<file path="config.mk">
export PLATFORM = sky130hd
export DESIGN_NAME = quoted_line_tokenizer
export DESIGN_NICKNAME = d
export VERILOG_FILES = /design/src/rtl/qlt_pkg.sv /design/src/rtl/quoted_line_tokenizer.sv
export SDC_FILE = /design/constraint.sdc
export NUM_CORES = 1
export LEC_CHECK = 0
export BUFFER_PORTS_ARGS = -buffer_cell sky130_fd_sc_hd__buf_4
export CAP_MARGIN = 0
export CORE_ASPECT_RATIO = 1.25
export CORE_MARGIN = 5
export CORE_UTILIZATION = 50
export CTS_CLUSTER_DIAMETER = 80
export DETAILED_ROUTE_END_ITERATION = 6
export PLACE_DENSITY = 0.68
export SLEW_MARGIN = 20
export SYNTH_ARGS = -nofsm -noshare
export SYNTH_HDL_FRONTEND = slang
export SYNTH_SLANG_ARGS = --single-unit
</file>
<file path="constraint.sdc">
create_clock -name clk -period 19.9 [get_ports clk]
set_input_delay 0.995 -clock clk [delete_from_list [all_inputs] [get_ports clk]]
set_output_delay 0.995 -clock clk [all_outputs]
set_load 0.05 [all_outputs]
</file>
<file path="src/rtl/qlt_pkg.sv">
// Shared types and constants for the quoted line tokenizer.
// Holds character codes, result categories, the integer parse phases and
// the register map; used by rtl/quoted_line_tokenizer.sv.
package qlt_pkg;

  // Result category of one character
  typedef enum logic [1:0] {
    CAT_SEP   = 2'd0,
    CAT_MARK  = 2'd1,
    CAT_TOKEN = 2'd2,
    CAT_EOL   = 2'd3
  } category_t;

  // Phase of the running atoi parse of the current token
  typedef enum logic [1:0] {
    PH_LEAD   = 2'd0,
    PH_DIGITS = 2'd1,
    PH_DONE   = 2'd2
  } phase_t;

  // Register map, word index into the APB space
  typedef enum logic [2:0] {
    REG_HIDDEN_MARK = 3'd0,
    REG_SEPARATOR_A = 3'd1,
    REG_SEPARATOR_B = 3'd2,
    REG_SEPARATOR_C = 3'd3,
    REG_SEPARATOR_D = 3'd4,
    REG_SEPARATOR_E = 3'd5
  } reg_index_t;

  localparam int unsigned ADDR_W = 5;
  localparam int unsigned DATA_W = 32;

  // Register reset values
  localparam logic [7:0] HIDDEN_MARK_RST = 8'hFF;
  localparam logic [7:0] SEPARATOR_A_RST = 8'h20;
  localparam logic [7:0] SEPARATOR_B_RST = 8'h09;
  localparam logic [7:0] SEPARATOR_C_RST = 8'h2C;
  localparam logic [7:0] SEPARATOR_D_RST = 8'h3D;
  localparam logic [7:0] SEPARATOR_E_RST = 8'h1A;

  // Character codes
  localparam logic [7:0] CHAR_EOL   = 8'h00;
  localparam logic [7:0] CHAR_QUOTE = 8'h22;
  localparam logic [7:0] CHAR_SPACE = 8'h20;
  localparam logic [7:0] CHAR_TAB   = 8'h09;
  localparam logic [7:0] CHAR_CR    = 8'h0D;
  localparam logic [7:0] CHAR_PLUS  = 8'h2B;
  localparam logic [7:0] CHAR_MINUS = 8'h2D;
  localparam logic [7:0] CHAR_ZERO  = 8'h30;
  localparam logic [7:0] CHAR_NINE  = 8'h39;
  localparam logic [7:0] CHAR_UPPER_A = 8'h41;
  localparam logic [7:0] CHAR_UPPER_Z = 8'h5A;
  localparam logic [7:0] CASE_BIT   = 8'h20;

  // Integer saturation
  localparam logic [31:0] MAG_CAP = 32'h8000_0000;
  localparam logic [31:0] SAT_POS = 32'h7FFF_FFFF;

endpackage

</file>
<file path="src/rtl/quoted_line_tokenizer.sv">
// Quoted line tokenizer: classifies one character per word and tracks tokens.
// Top level; depends on rtl/qlt_pkg.sv.
//
// Usage
//   Character channel: char_valid / char_stall / char_in, one byte per word.
//   A zero byte ends the line and clears all line state (quoted and hidden
//   modes, position, token count, overflow flag).
//   Result channel: result_valid / result_stall and one result word per
//   character: category, token index and start location, lower-case byte,
//   token end with index and saturated atoi value, running count, overflow
//   and quoted mode after the byte.
//   APB port: six byte registers at 4*i (hidden mark, separators a..e);
//   pready is always high. Write only while no word is in flight.
// Timing
//   The accepting edge loads the input register; the result register is
//   loaded, and result_valid raised, once it is empty or not stalled,
//   with one pass of classify/parse logic between.
//   Throughput is one word per cycle while result_stall is low; the integer
//   update (multiply by ten as shift-add plus saturate) is the longest path.
// Reset and stall
//   rst clears the pipeline and line state and loads register defaults.
//   When the receiver stalls, the result holds, the input register holds,
//   and char_stall rises only once both are full.
module quoted_line_tokenizer #(
  parameter int unsigned MAX_TOKENS  = 32,
  parameter int unsigned LINE_LENGTH = 1024,
  localparam int unsigned CW = $clog2(MAX_TOKENS + 1),
  localparam int unsigned DW = (MAX_TOKENS > 1) ? $clog2(MAX_TOKENS) : 1,
  localparam int unsigned LW = $clog2(LINE_LENGTH)
) (
  input  logic                      clk,
  input  logic                      rst,
  // APB configuration port
  input  logic                      psel,
  input  logic                      penable,
  input  logic                      pwrite,
  input  logic [qlt_pkg::ADDR_W-1:0] paddr,
  input  logic [qlt_pkg::DATA_W-1:0] pwdata,
  output logic [qlt_pkg::DATA_W-1:0] prdata,
  output logic                      pready,
  // character channel
  input  logic                      char_valid,
  output logic                      char_stall,
  input  logic [7:0]                char_in,
  // result channel
  output logic                      result_valid,
  input  logic                      result_stall,
  output logic [1:0]                category,
  output logic [CW-1:0]             token_index,
  output logic [LW-1:0]             token_location,
  output logic [7:0]                lower_char,
  output logic                      token_done,
  output logic [DW-1:0]             done_index,
  output logic signed [31:0]        done_integer,
  output logic [CW-1:0]             token_count,
  output logic                      token_overflow,
  output logic                      in_quotes
);
  import qlt_pkg::*;

  // configuration registers
  logic [7:0] hidden_mark;
  logic [7:0] separator_a, separator_b, separator_c, separator_d, separator_e;

  // input register
  logic       ch_valid;
  logic [7:0] ch;

  // line state
  logic          quoted_mode, hidden_mode, skip_flag, in_token, overflow_flag;
  logic [LW-1:0] line_position, start_location;
  logic [CW-1:0] tokens_seen;
  phase_t        number_phase;
  logic          number_negative;
  logic [31:0]   number_accumulator;

  // next values
  logic          quoted_mode_next, hidden_mode_next, skip_flag_next, in_token_next;
  logic          overflow_flag_next;
  logic [LW-1:0] line_position_next, start_location_next;
  logic [CW-1:0] tokens_seen_next;
  phase_t        number_phase_next;
  logic          number_negative_next;
  logic [31:0]   number_accumulator_next;

  logic          advance;
  logic          wr_en;
  category_t     cat;
  logic          is_sep, is_digit, is_space, is_sign;
  logic          token_start, done;
  phase_t        ph_eff;
  logic          neg_eff;
  logic [31:0]   acc_eff, acc_mac, value;
  logic [35:0]   prod;
  logic [LW-1:0] start_calc;

  // APB access
  assign pready = 1'b1;
  assign wr_en  = psel && penable && pwrite;

  always_ff @(posedge clk) begin
    if (rst) begin
      hidden_mark <= HIDDEN_MARK_RST;
      separator_a <= SEPARATOR_A_RST;
      separator_b <= SEPARATOR_B_RST;
      separator_c <= SEPARATOR_C_RST;
      separator_d <= SEPARATOR_D_RST;
      separator_e <= SEPARATOR_E_RST;
    end else if (wr_en) begin
      case (reg_index_t'(paddr[4:2]))
        REG_HIDDEN_MARK: hidden_mark <= pwdata[7:0];
        REG_SEPARATOR_A: separator_a <= pwdata[7:0];
        REG_SEPARATOR_B: separator_b <= pwdata[7:0];
        REG_SEPARATOR_C: separator_c <= pwdata[7:0];
        REG_SEPARATOR_D: separator_d <= pwdata[7:0];
        REG_SEPARATOR_E: separator_e <= pwdata[7:0];
        default: ;
      endcase
    end
  end

  always_comb begin
    case (reg_index_t'(paddr[4:2]))
      REG_HIDDEN_MARK: prdata = {24'd0, hidden_mark};
      REG_SEPARATOR_A: prdata = {24'd0, separator_a};
      REG_SEPARATOR_B: prdata = {24'd0, separator_b};
      REG_SEPARATOR_C: prdata = {24'd0, separator_c};
      REG_SEPARATOR_D: prdata = {24'd0, separator_d};
      REG_SEPARATOR_E: prdata = {24'd0, separator_e};
      default:         prdata = '0;
    endcase
  end

  // pipeline flow: advance the input word into the result register
  assign advance    = ch_valid && (!result_valid || !result_stall);
  assign char_stall = ch_valid && !advance;

  always_ff @(posedge clk) begin
    if (rst) begin
      ch_valid <= 1'b0;
    end else if (!char_stall) begin
      ch_valid <= char_valid;
    end
  end

  always_ff @(posedge clk) begin
    if (char_valid && !char_stall) begin
      ch <= char_in;
    end
  end

  // classify the character
  assign is_sep = (separator_a != 8'd0 && ch == separator_a) ||
                  (separator_b != 8'd0 && ch == separator_b) ||
                  (separator_c != 8'd0 && ch == separator_c) ||
                  (separator_d != 8'd0 && ch == separator_d) ||
                  (separator_e != 8'd0 && ch == separator_e);

  always_comb begin
    quoted_mode_next = quoted_mode;
    hidden_mode_next = hidden_mode;
    if (ch == CHAR_EOL) begin
      cat              = CAT_EOL;
      quoted_mode_next = 1'b0;
    end else if (hidden_mode) begin
      cat = CAT_MARK;
      if (ch == hidden_mark) hidden_mode_next = 1'b0;
    end else if (!quoted_mode) begin
      if (ch == hidden_mark) begin
        cat              = CAT_MARK;
        hidden_mode_next = 1'b1;
      end else if (ch == CHAR_QUOTE) begin
        cat              = CAT_MARK;
        quoted_mode_next = 1'b1;
      end else if (is_sep) begin
        cat = CAT_SEP;
      end else begin
        cat = CAT_TOKEN;
      end
    end else if (ch == CHAR_QUOTE) begin
      cat              = CAT_MARK;
      quoted_mode_next = 1'b0;
    end else begin
      cat = CAT_TOKEN;
    end
  end

  // running atoi: whitespace, optional sign, then digits
  assign token_start = (cat == CAT_TOKEN) && !in_token;
  assign is_digit    = (ch >= CHAR_ZERO) && (ch <= CHAR_NINE);
  assign is_space    = (ch == CHAR_SPACE) || ((ch >= CHAR_TAB) && (ch <= CHAR_CR));
  assign is_sign     = (ch == CHAR_PLUS) || (ch == CHAR_MINUS);
  assign ph_eff      = token_start ? PH_LEAD : number_phase;
  assign neg_eff     = token_start ? 1'b0 : number_negative;
  assign acc_eff     = token_start ? 32'd0 : number_accumulator;

  // multiply by ten as shift-add, saturate at the magnitude cap
  assign prod    = ({4'd0, acc_eff} << 3) + ({4'd0, acc_eff} << 1) + {32'd0, ch[3:0]};
  assign acc_mac = (prod > {4'd0, MAG_CAP}) ? MAG_CAP : prod[31:0];

  always_comb begin
    number_phase_next       = number_phase;
    number_negative_next    = number_negative;
    number_accumulator_next = number_accumulator;
    if (cat == CAT_TOKEN) begin
      number_phase_next       = ph_eff;
      number_negative_next    = neg_eff;
      number_accumulator_next = acc_eff;
      case (ph_eff)
        PH_LEAD: begin
          if (is_sign) begin
            number_negative_next = (ch == CHAR_MINUS);
            number_phase_next    = PH_DIGITS;
          end else if (is_digit) begin
            number_phase_next       = PH_DIGITS;
            number_accumulator_next = acc_mac;
          end else if (!is_space) begin
            number_phase_next = PH_DONE;
          end
        end
        PH_DIGITS: begin
          if (is_digit) number_accumulator_next = acc_mac;
          else          number_phase_next       = PH_DONE;
        end
        default: ;
      endcase
    end
  end

  // saturated value of the token that ends here
  always_comb begin
    if (number_negative) begin
      value = (number_accumulator >= MAG_CAP) ? MAG_CAP : (32'd0 - number_accumulator);
    end else begin
      value = (number_accumulator >= MAG_CAP) ? SAT_POS : number_accumulator;
    end
  end

  // token bookkeeping
  assign start_calc = (line_position == '0 && skip_flag) ? LW'(LINE_LENGTH - 1)
                                                         : line_position - LW'(skip_flag);
  assign done = (cat == CAT_SEP || cat == CAT_EOL) && in_token &&
                (tokens_seen < CW'(MAX_TOKENS));

  always_comb begin
    start_location_next = token_start ? start_calc : start_location;
    overflow_flag_next  = overflow_flag ||
                          (token_start && tokens_seen >= CW'(MAX_TOKENS));
    tokens_seen_next    = tokens_seen + CW'(done);
    skip_flag_next      = skip_flag;
    in_token_next       = in_token;
    case (cat)
      CAT_TOKEN: in_token_next = 1'b1;
      CAT_MARK:  if (!in_token) skip_flag_next = (ch == CHAR_QUOTE);
      CAT_SEP: begin
        in_token_next  = 1'b0;
        skip_flag_next = 1'b1;
      end
      default:   in_token_next = 1'b0;
    endcase
    line_position_next = (line_position == LW'(LINE_LENGTH - 1)) ? '0
                                                                  : line_position + LW'(1);
  end

  // update line state; clear it after end of line
  always_ff @(posedge clk) begin
    if (rst) begin
      quoted_mode        <= 1'b0;
      hidden_mode        <= 1'b0;
      skip_flag          <= 1'b0;
      in_token           <= 1'b0;
      overflow_flag      <= 1'b0;
      line_position      <= '0;
      start_location     <= '0;
      tokens_seen        <= '0;
      number_phase       <= PH_LEAD;
      number_negative    <= 1'b0;
      number_accumulator <= '0;
    end else if (advance) begin
      if (cat == CAT_EOL) begin
        quoted_mode        <= 1'b0;
        hidden_mode        <= 1'b0;
        skip_flag          <= 1'b0;
        in_token           <= 1'b0;
        overflow_flag      <= 1'b0;
        line_position      <= '0;
        start_location     <= '0;
        tokens_seen        <= '0;
        number_phase       <= PH_LEAD;
        number_negative    <= 1'b0;
        number_accumulator <= '0;
      end else begin
        quoted_mode        <= quoted_mode_next;
        hidden_mode        <= hidden_mode_next;
        skip_flag          <= skip_flag_next;
        in_token           <= in_token_next;
        overflow_flag      <= overflow_flag_next;
        line_position      <= line_position_next;
        start_location     <= start_location_next;
        tokens_seen        <= tokens_seen_next;
        number_phase       <= number_phase_next;
        number_negative    <= number_negative_next;
        number_accumulator <= number_accumulator_next;
      end
    end
  end

  // result register
  always_ff @(posedge clk) begin
    if (rst) begin
      result_valid <= 1'b0;
    end else if (advance) begin
      result_valid <= 1'b1;
    end else if (!result_stall) begin
      result_valid <= 1'b0;
    end
  end

  always_ff @(posedge clk) begin
    if (advance) begin
      category       <= cat;
      token_index    <= tokens_seen;
      token_location <= start_location_next;
      lower_char     <= (ch >= CHAR_UPPER_A && ch <= CHAR_UPPER_Z) ? (ch | CASE_BIT) : ch;
      token_done     <= done;
      done_index     <= done ? tokens_seen[DW-1:0] : '0;
      done_integer   <= done ? value : 32'sd0;
      token_count    <= tokens_seen_next;
      token_overflow <= overflow_flag_next;
      in_quotes      <= quoted_mode_next;
    end
  end

`ifndef SYNTHESIS
  // a finished token bumps the count to one past its index
  a_done_count: assert property (@(posedge clk) disable iff (rst)
    result_valid && token_done |-> token_count == CW'(done_index) + CW'(1))
    else $error("token count does not follow finished token index");

  // the count only moves on a finished token
  a_count_moves: assert property (@(posedge clk) disable iff (rst)
    result_valid && token_count != token_index |-> token_done)
    else $error("token count changed without a finished token");

  // no integer reported without a finished token
  a_idle_integer: assert property (@(posedge clk) disable iff (rst)
    result_valid && !token_done |-> done_integer == 32'sd0)
    else $error("integer reported without a finished token");

  // end of line always leaves quoted mode
  a_eol_quotes: assert property (@(posedge clk) disable iff (rst)
    result_valid && category == CAT_EOL |-> !in_quotes)
    else $error("quoted mode survives end of line");

  // hidden and quoted modes exclude each other
  a_modes: assert property (@(posedge clk) disable iff (rst)
    !(hidden_mode && quoted_mode))
    else $error("hidden and quoted modes both set");

  // token count never passes the table size
  a_count_max: assert property (@(posedge clk) disable iff (rst)
    tokens_seen <= CW'(MAX_TOKENS))
    else $error("token count beyond table size");
`endif

endmodule

</file>
==> results.ini <==
[detailed_routing]
post_drt_wl_per_cell_um=18.0
first_pass_iters=5
drt-initial-drc-count=634
wl_um=32900
vias_per_cell=5.81
ant_nets=0
drt_drc_violations_left=0
dr_total_vias=10600

[clock_network]
htreeDepth=4
ctsHoldBuffers=0
cts_tree=built
cts_resized=0
clock_latency_ns=0.44
clock-sinks=196
post_cts_buffers=0
clock_path_buffers=2
clockRootBuffer=clkbuf_16
cts-buffers-inserted=17
path_clk_slew_ns=0.08

[global_routing]
antenna_found_initial=0
grtUsageTotal_pct=22.7
grt_pass1_vias=10400
grt_max_degree=85
grt_pass1_wl_um=53600
grt_overflow_total=0

[timing]
timing.final.crit_period_ns=8.63
relSlewSlack_pct=28.5
hold_slack_ns=0.481
timing.fmax_ghz=0.116
hold_viol=0
rsz0062_at_grt=false
slew_violations=0
fin_tns_setup_ns=0
setup_viol=0
period_share_pct=43.4
worst_pin_slew_ns=1.07
skew_ns=0.00963

[flow_run]
cap_viol_max_count=0

[worst_setup_path]
timing.rr.start=ch[0]
startpoint_type=flip-flop
critPathKind=flip-flop to flip-flop
cp.arrival_ns=9.00
regToRegSetupSlack_ns=11.27
cp_slowest_cell=edfxtp_1
path_buf_inv=2
rr_worst_depth=27
crit_family=simple AND/OR/NAND/NOR gates
cp_max_fo=15
max_stage_delay_ns=0.87
r2r_end=number_accumulator[4]
required_ns=20.27
cp.depth=27
endpoint_kind=flip-flop

[yosys]
synth_top_area_share_pct=19.1
ys_top_cells_by_area=edfxtp_1 19%, dfxtp_1 18%, ha_1 7.5%
ys_seq_area_share_pct=37.5
yosysMostFrequentCell=nor2_1
synth_common_cells=194 x nor2_1, 116 x dfxtp_1, 92 x nand2_1
syn_area_um2=12600
netlist_instances=1424
yosysWarnings=0
postSynthAreaPerCell_um2=8.85
ys_seq_elements=196
synth.distinct_cells=76
async_flop_share_pct=0
synth_top_area_cell=edfxtp_1
synth-edff-count=80
ys.flop_type=dfxtp_1

[final_layout]
layout.nets=1607
antenna_cells=0
fillers=2358
area_delta_synth_final_pct=11.6
drive_gt1_share_pct=12.7

[placement]
dp_hpwl_um=24300
gp_congestion=0.870
numPortBuffers=107

[min_path]
hp-class=flip-flop to flip-flop
hold_path_depth=0
min-delay-start=ch[2]
whs_endpoint=lower_char[2]

[die]
core-area_um2=25000
io_pins=159
rows=65
start_util_pct=50.3
die_w_um=152
fp.dieH_um=187
die-area_um2=28500

[power_and_ir_drop]
power_leakage_nw=5.63
ir_drop_mv=0.0669
power_density_nw_per_um2=62.4

[outcome]
status=completed

==> metal layers <==
layer,up-vias,share of wire (%),GRT usage [%]
li1,5198,-,-
met1,5043,41,26.4
met2,294,52,41.6
met3,72,3.8,3.23
met4,0,3.6,9.65
met5,-,0,0
==> logic make-up (layout without fill, tap and decap cells) <==
group	Yosys count	in the layout	share of synthesized area, %
mux	45	45	3.93
xor+xnor	113	113	7.85
flops	196	196	37.5
simple gates	496	496	18.9
buf+inv	149	193	5.33
other cells	2	25	0.0596
fa+ha+maj	77	77	7.70
compound gates	346	346	18.7
==> cells in the final DEF, fill, tap and decap left out, types with 5 or more instances in the layout <==
master and n:
nor4_1 18, o21bai_1 7, ha_1 76, edfxtp_1 80
and3_1 9, nand4_1 26, nand3_1 18, mux2i_1 36
o21ai_1 10, a32o_1 10, xnor2_1 77, or3_1 12
clkbuf_16 17, a21oi_1 79, a22oi_1 21, nor2b_1 25
o211ai_1 14, o41ai_1 6, o21ai_2 10, or2_2 5
o31ai_1 11, mux2_2 6, o21a_1 6, nand2b_1 14
xor2_1 36, inv_1 40, nor3_1 20, nor2_1 193
conb_1 25, o22ai_1 23, buf_4 120, and2_1 38
a211oi_1 7, or4_1 8, dfxtp_1 115, a211o_1 24
a31oi_1 13, o21ai_0 58, nand2_1 92, a21o_1 11
==> per-stage QoR <==
step	area (um2)	total power, mW	utilization [%]	std cells	setup slack [ns]
after floorplan	12700	0.522	-	1447	13.19
after global placement	13500	0.549	53.9	1794	11.45
after detailed placement	13500	0.550	53.9	1794	11.26
after CTS	14100	0.883	56.1	1826	11.22
after global routing	14100	0.909	56.1	1826	10.60
final	14100	0.877	56.1	1826	11.27
==> area by class of cell <==
cell class	count	area, um2	share of cell area (%)
multi-input cells	1102	7290	51.9
flip-flops and latches	196	4730	33.6
repair buffers	120	901	6.41
clock buffers	18	429	3.05
well taps	335	419	2.98
inverters	41	155	1.10
clock inverters	14	140	0.996
==> worst max path at each step <==
stage / from / endpoint / slack, ns
5_1_grt: ch[4] / number_accumulator[4] / 10.60
4_1_cts: ch[3] / number_accumulator[4] / 11.22
2_1_floorplan: ch[5] / number_accumulator[25] / 13.19
3_3_place_gp: ch[3] / number_accumulator[12] / 11.45
3_5_place_dp: ch[3] / number_accumulator[4] / 11.26
6_report: ch[0] / number_accumulator[4] / 11.27
==> registers in the layout, indices dropped and copies added (netlist names), 2 cells and up <==
signal,cells
done_integer,32
number_accumulator,32
line_position,10
start_location,10
token_location,10
ch,8
hidden_mark,8
lower_char,8
separator_a,8
separator_b,8
separator_c,8
separator_d,8
separator_e,8
token_count,6
token_index,6
tokens_seen,6
done_index,5
category,2
number_phase,2
==> report_power, final <==
group          internal [mW]  leakage, nW  total (mW)  switching, mW
Sequential             0.428         1.69       0.436        0.00858
Clock                  0.167        0.277       0.336          0.169
Combinational         0.0285         3.66       0.105         0.0765
Power figures use the tool's default switching activity.
